**src/hdl/gsa_pkg.sv**
```systemverilog
// shared types and constants for the guarded slot allocator
package gsa_pkg;

   localparam int unsigned CMD_ALLOC = 0;
   localparam int unsigned CMD_FREE  = 1;

   typedef enum logic [2:0] {
      ST_OK       = 3'd0,
      ST_REJECT   = 3'd1,
      ST_NO_SLOT  = 3'd2,
      ST_BAD_FREE = 3'd3,
      ST_DBL_FREE = 3'd4
   } status_type;

   typedef enum logic [2:0] {
      CSR_ENABLED    = 3'd0,
      CSR_POOL_BASE  = 3'd1,
      CSR_PAGE_SHIFT = 3'd2,
      CSR_SLOTS      = 3'd3,
      CSR_RNG_SEED   = 3'd4
   } csr_index_type;

   typedef enum logic [3:0] {
      S_IDLE,
      S_CHECK,
      S_DRAW,
      S_DIV,
      S_LIST_RD,
      S_LIST_WAIT,
      S_PLACE,
      S_ADDR,
      S_FREE_RD,
      S_FREE_WAIT,
      S_FREE_CHK,
      S_DONE
   } state_type;

   localparam int unsigned MIN_SHIFT  = 12;
   localparam int unsigned MAX_SHIFT  = 16;
   localparam int unsigned DEF_ALIGN  = 16;
   localparam int unsigned RNG_SH_A   = 13;
   localparam int unsigned RNG_SH_B   = 17;
   localparam int unsigned RNG_SH_C   = 5;

   function automatic logic [31:0] xorshift(input logic [31:0] x);
      logic [31:0] y;
      y = x ^ (x << RNG_SH_A);
      y = y ^ (y >> RNG_SH_B);
      y = y ^ (y << RNG_SH_C);
      return y;
   endfunction

endpackage

```
**src/hdl/guarded_slot_allocator.sv**
```systemverilog
// guarded slot allocator top level
// One request beat yields exactly one response beat. A rejected allocate or
// one with no free slot answers straight from the check step, an allocate
// from the fresh range passes the place and address steps, a free reads and
// checks the slot metadata, and an allocate that picks from the free list
// first runs a 32-step serial remainder unit (one quotient bit per cycle)
// and then reads the free list. The next request beat is taken only after
// the response has been taken. Slot metadata (owner address, freed flag)
// and the free list sit in synchronous memories with registered read data;
// after reset a clearing pass zeroes the metadata memory before the first
// request beat is taken. Only one request is in flight at a time; the
// response register holds its beat until taken.
module guarded_slot_allocator
   import gsa_pkg::*;
#(
   parameter int unsigned SLOTS     = 16,
   parameter int unsigned ADDR_BITS = 48
) (
   input  logic                 clock,
   input  logic                 reset,
   input  logic                 csr_wr_en,
   input  logic [2:0]           csr_index,
   input  logic [ADDR_BITS-1:0] csr_wdata,
   input  logic                 s_axis_req_tvalid,
   output logic                 s_axis_req_tready,
   // req_size[16:0], req_align[33:17], free_addr[ADDR_BITS+33:34], zero pad
   input  logic [((ADDR_BITS+34+7)/8)*8-1:0] s_axis_req_tdata,
   // cmd
   input  logic                 s_axis_req_tuser,
   output logic                 m_axis_rsp_tvalid,
   input  logic                 m_axis_rsp_tready,
   // status[2:0], user_addr[ADDR_BITS+2:3], slot_index[.. +SLOT_W], zero pad
   output logic [((3+ADDR_BITS+((SLOTS>1)?$clog2(SLOTS):1)+7)/8)*8-1:0]
                                m_axis_rsp_tdata
);

   localparam int unsigned SW    = (SLOTS > 1) ? $clog2(SLOTS) : 1;
   localparam int unsigned CW    = $clog2(SLOTS + 1);
   localparam int unsigned IN_W  = ((ADDR_BITS + 34 + 7) / 8) * 8;
   localparam int unsigned OUT_W = ((3 + ADDR_BITS + SW + 7) / 8) * 8;

   // configuration
   logic                 enabled_ff;
   logic [ADDR_BITS-1:0] base_ff;
   logic [4:0]           shift_ff;
   logic [4:0]           slots_cfg_ff;
   logic [31:0]          rng_ff, rng_in;

   // pool state
   logic [CW-1:0] fresh_ff, fresh_in;
   logic [CW-1:0] flen_ff, flen_in;

   // memories
   logic [ADDR_BITS:0]   meta_mem [SLOTS];
   logic [SW-1:0]        list_mem [SLOTS];
   logic                 meta_we;
   logic [SW-1:0]        meta_waddr, meta_raddr;
   logic [ADDR_BITS:0]   meta_wdata, meta_rdata_ff;
   logic                 list_we;
   logic [SW-1:0]        list_waddr, list_raddr;
   logic [SW-1:0]        list_wdata, list_rdata_ff;

   // clearing pass
   logic          clr_busy_ff, clr_busy_in;
   logic [SW-1:0] clr_idx_ff, clr_idx_in;

   // request registers
   logic                 cmd_ff;
   logic [16:0]          size_ff, align_ff;
   logic [ADDR_BITS-1:0] faddr_ff;

   // working registers
   state_type            state_ff, state_in;
   logic [SW-1:0]        slot_ff, slot_in;
   logic [SW-1:0]        pick_ff, pick_in;
   logic [31:0]          dividend_ff, dividend_in;
   logic [CW-1:0]        rem_ff, rem_in;
   logic [5:0]           div_cnt_ff, div_cnt_in;
   logic [ADDR_BITS-1:0] start_ff, start_in;
   logic                 rsp_valid_ff, rsp_valid_in;
   status_type           rsp_status_ff, rsp_status_in;
   logic [ADDR_BITS-1:0] rsp_addr_ff, rsp_addr_in;
   logic [SW-1:0]        rsp_slot_ff, rsp_slot_in;

   // effective config
   logic [4:0]           eff_sh;
   logic [CW-1:0]        eff_n;
   logic [ADDR_BITS-1:0] page;
   logic [16:0]          page17;

   always_comb begin
      if (shift_ff < 5'(MIN_SHIFT)) eff_sh = 5'(MIN_SHIFT);
      else if (shift_ff > 5'(MAX_SHIFT)) eff_sh = 5'(MAX_SHIFT);
      else eff_sh = shift_ff;
      if (slots_cfg_ff == 5'd0) eff_n = CW'(1);
      else if (32'(slots_cfg_ff) > 32'(SLOTS)) eff_n = CW'(SLOTS);
      else eff_n = CW'(slots_cfg_ff);
      page   = ADDR_BITS'(1) << eff_sh;
      page17 = 17'(1) << eff_sh;
   end

   // normalized request
   logic [16:0] nsize, nalign, amask;
   logic        bad_req;
   always_comb begin
      nsize   = (size_ff == 17'd0) ? 17'd1 : size_ff;
      nalign  = (align_ff == 17'd0) ? 17'(DEF_ALIGN) : align_ff;
      amask   = nalign - 17'd1;
      bad_req = !enabled_ff || ((nalign & amask) != 17'd0) || (nalign > page17)
                || (nsize > page17);
   end

   // nearest slot for a free, computed combinationally from the registered free address
   logic [ADDR_BITS-1:0] off_a, lo_bound, hi_bound, a_adj, off_adj;
   logic [ADDR_BITS:0]   n_pages;
   logic [ADDR_BITS-1:0] slot_raw;
   logic [SW-1:0]        near_slot;
   always_comb begin
      n_pages  = (ADDR_BITS+1)'(2) * (ADDR_BITS+1)'(eff_n) + (ADDR_BITS+1)'(1);
      lo_bound = base_ff + page;
      hi_bound = base_ff + ADDR_BITS'(n_pages[ADDR_BITS-1:0] << eff_sh) - page;
      off_a    = faddr_ff - base_ff;
      if (off_a[eff_sh]) a_adj = faddr_ff;
      else if ((faddr_ff & (page - ADDR_BITS'(1))) <= (page >> 1))
         a_adj = faddr_ff - page;
      else a_adj = faddr_ff + page;
      off_adj  = a_adj - base_ff;
      slot_raw = off_adj >> (eff_sh + 5'd1);
      if (faddr_ff <= lo_bound) near_slot = '0;
      else if (faddr_ff > hi_bound) near_slot = SW'(eff_n - CW'(1));
      else if (slot_raw >= ADDR_BITS'(eff_n)) near_slot = SW'(eff_n - CW'(1));
      else near_slot = slot_raw[SW-1:0];
   end

   // slot start address
   logic [ADDR_BITS-1:0] slot_start;
   logic [ADDR_BITS-1:0] pend, up_addr, dn_addr;
   logic [ADDR_BITS-1:0] amask_w;
   always_comb begin
      slot_start = base_ff + ((ADDR_BITS'(2) * ADDR_BITS'(slot_ff) + ADDR_BITS'(1))
                              << eff_sh);
      amask_w = ADDR_BITS'(amask);
      pend    = start_ff + page;
      up_addr = start_ff + ((ADDR_BITS'(nalign) - (start_ff & amask_w)) & amask_w);
      dn_addr = (pend - ADDR_BITS'(nsize)) & ~amask_w;
   end

   // serial remainder step
   logic [CW:0] rem_sh;
   always_comb rem_sh = {rem_ff, dividend_ff[31]};

   assign s_axis_req_tready = (state_ff == S_IDLE) && !clr_busy_ff && !rsp_valid_ff;

   always_comb begin
      state_in = state_ff;
      unique case (state_ff)
         S_IDLE:      if (s_axis_req_tvalid && s_axis_req_tready) state_in = S_CHECK;
         S_CHECK:     begin
            if (cmd_ff == 1'(CMD_FREE)) state_in = S_FREE_RD;
            else if (bad_req || (fresh_ff >= eff_n && flen_ff == '0)) state_in = S_DONE;
            else if (fresh_ff < eff_n) state_in = S_PLACE;
            else state_in = S_DRAW;
         end
         S_DRAW:      state_in = S_DIV;
         S_DIV:       if (div_cnt_ff == 6'd31) state_in = S_LIST_RD;
         S_LIST_RD:   state_in = S_LIST_WAIT;
         S_LIST_WAIT: state_in = S_PLACE;
         S_PLACE:     state_in = S_ADDR;
         S_ADDR:      state_in = S_DONE;
         S_FREE_RD:   state_in = S_FREE_WAIT;
         S_FREE_WAIT: state_in = S_FREE_CHK;
         S_FREE_CHK:  state_in = S_DONE;
         S_DONE:      state_in = S_IDLE;
         default:     state_in = S_IDLE;
      endcase
   end

   always_comb begin
      rng_in        = rng_ff;
      fresh_in      = fresh_ff;
      flen_in       = flen_ff;
      slot_in       = slot_ff;
      pick_in       = pick_ff;
      dividend_in   = dividend_ff;
      rem_in        = rem_ff;
      div_cnt_in    = div_cnt_ff;
      start_in      = start_ff;
      rsp_valid_in  = rsp_valid_ff && !m_axis_rsp_tready;
      rsp_status_in = rsp_status_ff;
      rsp_addr_in   = rsp_addr_ff;
      rsp_slot_in   = rsp_slot_ff;
      meta_we       = 1'b0;
      meta_waddr    = slot_ff;
      meta_wdata    = '0;
      meta_raddr    = near_slot;
      list_we       = 1'b0;
      list_waddr    = flen_ff[SW-1:0];
      list_wdata    = slot_ff;
      list_raddr    = pick_ff;
      clr_busy_in   = clr_busy_ff;
      clr_idx_in    = clr_idx_ff;
      if (clr_busy_ff) begin
         meta_we    = 1'b1;
         meta_waddr = clr_idx_ff;
         clr_idx_in = clr_idx_ff + SW'(1);
         if (32'(clr_idx_ff) == SLOTS - 1) clr_busy_in = 1'b0;
      end
      unique case (state_ff)
         S_CHECK: begin
            rsp_status_in = ST_OK;
            rsp_addr_in   = '0;
            rsp_slot_in   = '0;
            if (cmd_ff == 1'(CMD_FREE)) begin
               slot_in = near_slot;
            end else if (bad_req) begin
               rsp_status_in = ST_REJECT;
            end else if (fresh_ff >= eff_n && flen_ff == '0) begin
               rsp_status_in = ST_NO_SLOT;
            end else if (fresh_ff < eff_n) begin
               slot_in  = fresh_ff[SW-1:0];
               fresh_in = fresh_ff + CW'(1);
            end
         end
         S_DRAW: begin
            rng_in      = xorshift(rng_ff);
            dividend_in = xorshift(rng_ff);
            rem_in      = '0;
            div_cnt_in  = '0;
         end
         S_DIV: begin
            // one quotient bit per cycle
            if (rem_sh >= {1'b0, flen_ff}) rem_in = CW'(rem_sh - {1'b0, flen_ff});
            else rem_in = rem_sh[CW-1:0];
            dividend_in = dividend_ff << 1;
            div_cnt_in  = div_cnt_ff + 6'd1;
            if (div_cnt_ff == 6'd31) begin
               if (rem_sh >= {1'b0, flen_ff}) pick_in = SW'(rem_sh - {1'b0, flen_ff});
               else pick_in = rem_sh[SW-1:0];
            end
         end
         S_LIST_RD: begin
            list_raddr = pick_ff;
         end
         S_LIST_WAIT: begin
            // move tail entry into the hole after reading the picked one
            slot_in    = list_rdata_ff;
            list_raddr = SW'(flen_ff - CW'(1));
            flen_in    = flen_ff - CW'(1);
         end
         S_PLACE: begin
            start_in = slot_start;
            rng_in   = xorshift(rng_ff);
         end
         S_ADDR: begin
            rsp_status_in = ST_OK;
            rsp_slot_in   = slot_ff;
            rsp_addr_in   = rng_ff[0] ? dn_addr : up_addr;
            meta_we       = 1'b1;
            meta_waddr    = slot_ff;
            meta_wdata    = {1'b0, rng_ff[0] ? dn_addr : up_addr};
         end
         S_FREE_RD:   meta_raddr = slot_ff;
         S_FREE_WAIT: meta_raddr = slot_ff;
         S_FREE_CHK: begin
            rsp_slot_in = slot_ff;
            if (meta_rdata_ff[ADDR_BITS-1:0] != faddr_ff) begin
               rsp_status_in = ST_BAD_FREE;
               rsp_addr_in   = faddr_ff;
            end else if (meta_rdata_ff[ADDR_BITS]) begin
               rsp_status_in = ST_DBL_FREE;
               rsp_addr_in   = faddr_ff;
            end else begin
               meta_we    = 1'b1;
               meta_waddr = slot_ff;
               meta_wdata = {1'b1, faddr_ff};
               if (flen_ff < eff_n) begin
                  list_we    = 1'b1;
                  list_waddr = flen_ff[SW-1:0];
                  list_wdata = slot_ff;
                  flen_in    = flen_ff + CW'(1);
               end
            end
         end
         S_DONE: rsp_valid_in = 1'b1;
         default: ;
      endcase
      // a seed write reloads the generator
      if (csr_wr_en && csr_index == CSR_RNG_SEED) rng_in = csr_wdata[31:0];
   end

   // free-list removal: pick <- tail, done when the tail read lands
   logic          tail_move_ff;
   logic [SW-1:0] tail_pick_ff;

   always_ff @(posedge clock) begin
      if (meta_we) meta_mem[meta_waddr] <= meta_wdata;
      meta_rdata_ff <= meta_mem[meta_raddr];
      if (list_we) list_mem[list_waddr] <= list_wdata;
      else if (tail_move_ff) list_mem[tail_pick_ff] <= list_rdata_ff;
      list_rdata_ff <= list_mem[list_raddr];
   end

   always_ff @(posedge clock) begin
      if (reset) begin
         enabled_ff   <= 1'b0;
         base_ff      <= '0;
         shift_ff     <= 5'(MIN_SHIFT);
         slots_cfg_ff <= 5'd16;
         rng_ff       <= 32'd1;
         fresh_ff     <= '0;
         flen_ff      <= '0;
         state_ff     <= S_IDLE;
         rsp_valid_ff <= 1'b0;
         clr_busy_ff  <= 1'b1;
         clr_idx_ff   <= '0;
         tail_move_ff <= 1'b0;
      end else begin
         state_ff     <= state_in;
         rng_ff       <= rng_in;
         fresh_ff     <= fresh_in;
         flen_ff      <= flen_in;
         rsp_valid_ff <= rsp_valid_in;
         clr_busy_ff  <= clr_busy_in;
         clr_idx_ff   <= clr_idx_in;
         tail_move_ff <= (state_ff == S_LIST_WAIT);
         if (csr_wr_en) begin
            unique case (csr_index)
               CSR_ENABLED:    enabled_ff   <= csr_wdata[0];
               CSR_POOL_BASE:  base_ff      <= csr_wdata;
               CSR_PAGE_SHIFT: shift_ff     <= csr_wdata[4:0];
               CSR_SLOTS:      slots_cfg_ff <= csr_wdata[4:0];
               default: ;
            endcase
         end
      end
   end

   always_ff @(posedge clock) begin
      tail_pick_ff  <= pick_ff;
      slot_ff       <= slot_in;
      pick_ff       <= pick_in;
      dividend_ff   <= dividend_in;
      rem_ff        <= rem_in;
      div_cnt_ff    <= div_cnt_in;
      start_ff      <= start_in;
      rsp_status_ff <= rsp_status_in;
      rsp_addr_ff   <= rsp_addr_in;
      rsp_slot_ff   <= rsp_slot_in;
      if (s_axis_req_tvalid && s_axis_req_tready) begin
         cmd_ff   <= s_axis_req_tuser;
         size_ff  <= s_axis_req_tdata[16:0];
         align_ff <= s_axis_req_tdata[33:17];
         faddr_ff <= s_axis_req_tdata[ADDR_BITS+33:34];
      end
   end

   assign m_axis_rsp_tvalid = rsp_valid_ff;
   assign m_axis_rsp_tdata  = OUT_W'({rsp_slot_ff, rsp_addr_ff, rsp_status_ff});

   logic unused_in;
   assign unused_in = ^{s_axis_req_tdata[IN_W-1:ADDR_BITS+34], 1'b0};

endmodule

```
**config.mk**
```make
export PLATFORM = sky130hd
export DESIGN_NAME = guarded_slot_allocator
export DESIGN_NICKNAME = d
export VERILOG_FILES = /design/src/hdl/gsa_pkg.sv /design/src/hdl/guarded_slot_allocator.sv
export SDC_FILE = /design/constraint.sdc
export NUM_CORES = 2
export LEC_CHECK = 0
export ABC_AREA = 1
export BUFFER_PORTS_ARGS = -buffer_cell sky130_fd_sc_hd__buf_2
export CAP_MARGIN = 25
export CORE_AREA = 2 2 418 420
export DETAILED_ROUTE_END_ITERATION = 7
export DIE_AREA = 0 0 420 422
export SETUP_SLACK_MARGIN = 0.4
export SLEW_MARGIN = 20
export SYNTH_ARGS = -nofsm -noshare
export SYNTH_HDL_FRONTEND = slang
export SYNTH_SLANG_ARGS = --single-unit
```
**constraint.sdc**
```tcl
create_clock -name clock -period 25.5 [get_ports clock]
set_input_delay 5.1 -clock clock [delete_from_list [all_inputs] [get_ports clock]]
set_output_delay 5.1 -clock clock [all_outputs]
set_load 0.01 [all_outputs]
```
* After elaboration in Yosys (flattened, before gate mapping)
Memory sizes are Yosys's and may differ from the RTL's. A register that Yosys moved wholly into a read port is not among the register bits. Index checks and enable logic that the tools add are counted. Widths: inputs -> output; s select.
Cells by class: $add $sub $neg 24, order comparisons 14, equality and inequality tests 27, shift-type cells 5, muxes and demuxes 76, bitwise operators 12, reduce and logical (&&, ||, !) cells 41
Operators by type and width (number):
- $add 48x48->48 | 6
- $mux 48 | 5
- $pmux 48 s3 | 1
- $sub 48x48->48 | 3
- $mux 49 | 2
- $pmux 49 s2 | 1
- $and 48x17->48 | 2
- $and 48x48->48 | 2
- $mux 4 | 19
- $mux 32 | 2
- $pmux 32 s2 | 1
- $xor 32x32->32 | 2
- $ge 48x5->1 | 1
- $gt 48x48->1 | 1
- $le 48x47->1 | 1
- $le 48x48->1 | 1
- $ne 48x48->1 | 1
- $not 17->48 | 1
- $shl 1x5->48 const A | 1
- $shl 6x5->48 | 1
- $shl 7x5->48 | 1
- $shr 48x5->48 | 1
- $sub 17x48->48 | 1
- $sub 48x1->48 const B | 1
- other kinds (60) | 141
Word-level totals: register bits after elaboration 353, bits in writable memories 848, bits of input ports 145, output and inout bits 58, word-level logic and storage cells 227, memories kept 2
Memory list:
- meta_mem | words 16, bits a word 49, read ports 1, clocked after memory_dff 1, write ports 1, line guarded_slot_allocator.sv:54 | logic [ADDR_BITS:0] meta_mem [SLOTS];
- list_mem | words 16, bits a word 4, read ports 1, clocked after memory_dff 1, write ports 1, line guarded_slot_allocator.sv:55 | logic [SW-1:0] list_mem [SLOTS];

* Depth between registers and ports, before layout
depth after elaboration 17, depth in mapped cells 98, mapped depth without buffers 92

* Least setup slack after synthesis
Ideal clock, no wire load.
path type reg2reg, from reg shift_ff[4], to reg meta_rdata_ff[34] (read register of meta_mem), setup time 113 ps, arrival 10893 ps, required time 25387 ps, slack 14494 ps, stages on the path, launching flop included 85, path buffers 9, clock period less this slack 11006 ps, cells stage by stage dfxtp_1 -> buf_4 -> nor3_2 -> nand2_1 -> buf_2 -> buf_2 -> buf_2 -> clkbuf_1 -> clkbuf_1 -> ha_1 -> nand2_2 -> nand2_1 -> inv_2 -> nand2_2 -> inv_2 -> nand2_1 -> clkbuf_1 -> nor2_1 -> [... 49 more ...] -> o21ai_0 -> inv_1 -> a211oi_1 -> nand2_1 -> nor2_1 -> nand2_1 -> a21oi_1 -> nand3_1 -> nor2_2 -> nand2_2 -> nand2_1 -> o211ai_1 -> o21ai_2 -> buf_4 -> buf_4 -> nand3_1 -> nand3_1 -> nand2_1
Between the ends: longest elaborated chain between the ends 16, elaborated cells on any way between the ends 28, classes of those cells add/sub: 8; order compare: 6; shift: 3; mux: 10; bitwise: 1
RTL lines:
- from (decl) | line guarded_slot_allocator.sv:45 | logic [4:0] shift_ff;
- from (signal assigned) | line guarded_slot_allocator.sv:307 | shift_ff <= 5'(MIN_SHIFT);
- from (signal assigned) | line guarded_slot_allocator.sv:330 | CSR_PAGE_SHIFT: shift_ff <= csr_wdata[4:0];
- $gt 5x5->1 | line guarded_slot_allocator.sv:93 | else if (shift_ff > 5'(MAX_SHIFT)) eff_sh = 5'(MAX_SHIFT);
- $mux 5 | line guarded_slot_allocator.sv:93
- $mux 5 (*) | line guarded_slot_allocator.sv:92 | if (shift_ff < 5'(MIN_SHIFT)) eff_sh = 5'(MIN_SHIFT);
- $shl 1x5->48 | line guarded_slot_allocator.sv:98 | page = ADDR_BITS'(1) << eff_sh;
- $sub 48x1->48 | line guarded_slot_allocator.sv:124 | else if ((faddr_ff & (page - ADDR_BITS'(1))) <= (page >> 1))
- $and 48x48->48 | line guarded_slot_allocator.sv:124
- $le 48x47->1 | line guarded_slot_allocator.sv:124
- $mux 48 | line guarded_slot_allocator.sv:124
- $mux 48 | line guarded_slot_allocator.sv:123 | if (off_a[eff_sh]) a_adj = faddr_ff;
- $sub 48x48->48 | line guarded_slot_allocator.sv:127 | off_adj = a_adj - base_ff;
- $shr 48x5->48 | line guarded_slot_allocator.sv:128 | slot_raw = off_adj >> (eff_sh + 5'd1);
- $ge 48x5->1 | line guarded_slot_allocator.sv:131 | else if (slot_raw >= ADDR_BITS'(eff_n)) near_slot = SW'(eff_n - CW'(1));
- $mux 4 | line guarded_slot_allocator.sv:131
- $mux 4 | line guarded_slot_allocator.sv:130 | else if (faddr_ff > hi_bound) near_slot = SW'(eff_n - CW'(1));
- $mux 4 (*) | line guarded_slot_allocator.sv:129 | if (faddr_ff <= lo_bound) near_slot = '0;
- $mux 4 (*) | line guarded_slot_allocator.sv:208 | unique case (state_ff)
- to (decl) | line guarded_slot_allocator.sv:58 | logic [ADDR_BITS:0] meta_wdata, meta_rdata_ff;
Every way passes the cells marked *; elsewhere a longest branch is shown, timed or not. The select of a mux whose other input is x is not followed. A chain may end at the register's enable or synchronous reset.

* Worst setup path in the final report
from reg shift_ff[2], to reg meta_rdata_ff[25] (read register of meta_mem)
Same word-level chain as after synthesis.

==> results.yml <==
finish:
  finalNonFillerCells: 12200
  final_cell_mix: "1797 x nand2_1, 1328 x nand3_1, 1108 x inv_1"
  area_growth_pct: 11.5
  postLayoutCoreUtil: 0.520
  seqCellArea_um2: 36000
  final_common_cell: "nand2_1"
  layout-drive-gt1-share: 0.0693
  n_fill_cell: 16200
  final_net_count: 10500
  multi_input_area_um2: 39700
drt:
  met3_length_um: 21100
  routed.top_layer: "met4"
  drtIter0Drc: 7592
  drcViolationCount: 0
  ant_nets: 0
  dr.pass1.iters: 7
  vias: 69300
  via_per_inst: 5.68
  drt-total-wl_um: 278000
  wire_per_inst_um: 22.8
  met2WireLength_um: 125000
  drt-met1-wl_um: 121000
cts:
  cts_buffer_depth: 3
  cts.sinks: 1254
  hold_buffers: 0
  clock_latency_ns: 0.84
  cts_tree: "done"
  clkSlewWorstSetupHoldPaths_ns: 0.06
  htree_levels: 4
  cts_buffers: 141
  cts_setup_buffers: 0
  cts-resized-gates: 0
  clockRootBuffer: "clkbuf_16"
pwr:
  p_switching_mw: 2.44
  p_seq_frac: 0.369
  p_leak_nw: 38.2
  p_total_mw: 6.60
  p_int_mw: 4.17
  p_per_area_nw_per_um2: 73.4
  peakVddDrop_mv: 0.0505
  combPwrFrac: 0.316
  clock_power_share: 0.315
  p_sw_frac: 0.369
synthesis:
  synth-async-reset-ratio: 0
  synth_cell_types: 71
  seq_area_frac_synth: 0.446
  avgSynthCellArea_um2: 8.54
  yosysTopAreaCell: "edfxtp_1"
  synth_edf_count: 1085
  syn_inst: 9443
  yosys_warnings: 0
  ys_ff_latch: 1254
  yosysTopAreaCellShare: 0.404
  synth_area_leaders: "edfxtp_1 40%, ha_1 8.9%, nand2_1 8.4%"
  syn-cell-area_um2: 80700
  synth_ff_type: "edfxtp_1"
place:
  port_buffers: 195
  hpwlAfterDp_um: 190000
  place_inst: 11900
  routabilityCongestion: 0.972
floorplanning:
  io_pins: 203
  die_y_um: 422
  core_area_um2: 173000
  die_x_um: 420
  floorplan.initialDensity: 0.467
  rows: 153
  dieArea_um2: 177000
timing:
  tns_ns: 0
  slew_viol_final: 0
  worst_pin_slew_ns: 1.14
  fin_skew_ns: 0.0649
  period_needed_ns: 18.48
  rsz0062_at_grt: "no"
  max_freq_mhz: 54.1
  setup-violations-final: 0
  fin_crit_sh: 0.725
  max-slew-margin-rel: 0.240
  hold_viol: 0
  hold_slack_ns: 0.377
hold_path:
  hp-class: "register to register"
  hold_start: "pick_ff[1]"
  whs_path_depth: 0
grt:
  grt_max_degree: 202
  grt_use_total: 0.306
  grt_pass1_vias: 63400
  antenna_found_initial: 12
  grt_overflow: 0
  grt_pass1_wl_um: 407000
critical_path:
  critPathLaunch: "shift_ff[2]"
  cp_data_arrival_time_ns: 19.17
  r2r-start: "shift_ff[2]"
  cp_max_fo: 96
  reg2reg_depth: 81
  cp-end-kind: "register"
  cp_data_required_time_ns: 26.19
  startpoint_type: "register"
  cpPeakStageDelay_ns: 0.86
  crit_top_cell: "nand2_1"
  critPathSlowestCell: "buf_4"
  path_class: "register to register"
run:
  drv_cap: 0
status:
  status: "complete, no violations"
flip-flops by register name, indices dropped and copies added (netlist names), 5 cells and up:
register / cells
rsp_addr_ff: 48
faddr_ff: 48
div_cnt_ff: 6
start_ff: 48
dividend_ff: 32
rng_ff: 32
slots_cfg_ff: 5
base_ff: 48
list_mem: 64
rem_ff: 5
meta_mem: 784
shift_ff: 5
align_ff: 17
fresh_ff: 5
flen_ff: 5
meta_rdata_ff: 49
size_ff: 17
through the flow:
| stage | setup slack, ns | instance area, µm² |
|---|---|---|
| after floorplan | 14.49 | 81400 |
| after global placement | 7.56 | 85000 |
| after detailed placement | 7.46 | 85000 |
| after CTS | 7.40 | 89800 |
| after global routing | 5.38 | 89900 |
| final | 7.02 | 89900 |
final timing paths:
| path | end | slack, ns |
|---|---|---|
| hold reg to reg | tail_pick_ff[1] | 0.38 |
| setup reg to reg | meta_rdata_ff[25] | 7.02 |
| setup / recovery | meta_rdata_ff[25] | 7.02 |
| hold / removal | tail_pick_ff[1] | 0.38 |
cells by family after synthesis:
family	Yosys count	synth area share
compound gates	1398	0.0959
xor+xnor	328	0.0356
fa+ha+maj	633	0.103
buf+inv	1543	0.0753
flops	1254	0.446
mux	5	0.000620
other cells	2	0.0000931
simple gates	4280	0.243
metal layers:
metal	up-vias	track usage
met5	-	0
met4	0	0.108
met1	33300	0.434
met3	443	0.0402
met2	2845	0.481
li1	32700	-
critical path: cells and delay by family (launching register included):
family | cells | cell delay (ns)
AOI/OAI and AO/OA | 17 | 3.64
xor gates and xnor gates | 2 | 0.28
adders and majority gates | 6 | 2.09
buffers and inverters | 14 | 4.35
DFF | 1 | 0.33
and+or+nand+nor | 42 | 7.29
power by group through the flow:
stage | combinational [mW] | sequential, mW | clock, mW
5_1_grt | 2.29 | 2.45 | 2.18
6_report | 2.08 | 2.44 | 2.08
3_3_place_gp | 2.01 | 2.48 | 0
4_1_cts | 2.05 | 2.44 | 2.11
2_1_floorplan | 1.42 | 2.46 | 0
3_5_place_dp | 2.03 | 2.48 | 0
cell usage after synthesis (56+ instances only):
cell      instances
nand2_1        1802
nand3_1        1328
inv_1          1114
edfxtp_1       1085
ha_1            577
nor2_1          555
a21oi_1         546
o21ai_0         514
nand3b_1        352
clkbuf_1        256
xor2_1          210
dfxtp_1         169
xnor2_1         118
buf_2            87
a31oi_1          78
nand4_1          78
nor3_1           60
fa_1             56
layout make-up:
| class | count | share of cell area |
|---|---|---|
| clock buffers | 197 | 0.0436 |
| flip-flops and latches | 1254 | 0.400 |
| well taps | 2325 | 0.0323 |
| multi-input cells | 6843 | 0.441 |
| repair buffers | 363 | 0.0262 |
| inverters | 1132 | 0.0473 |
| diodes | 9 | 0.000250 |
| clock inverters | 65 | 0.00947 |
Note: power is estimated with default switching activity, not from simulation.
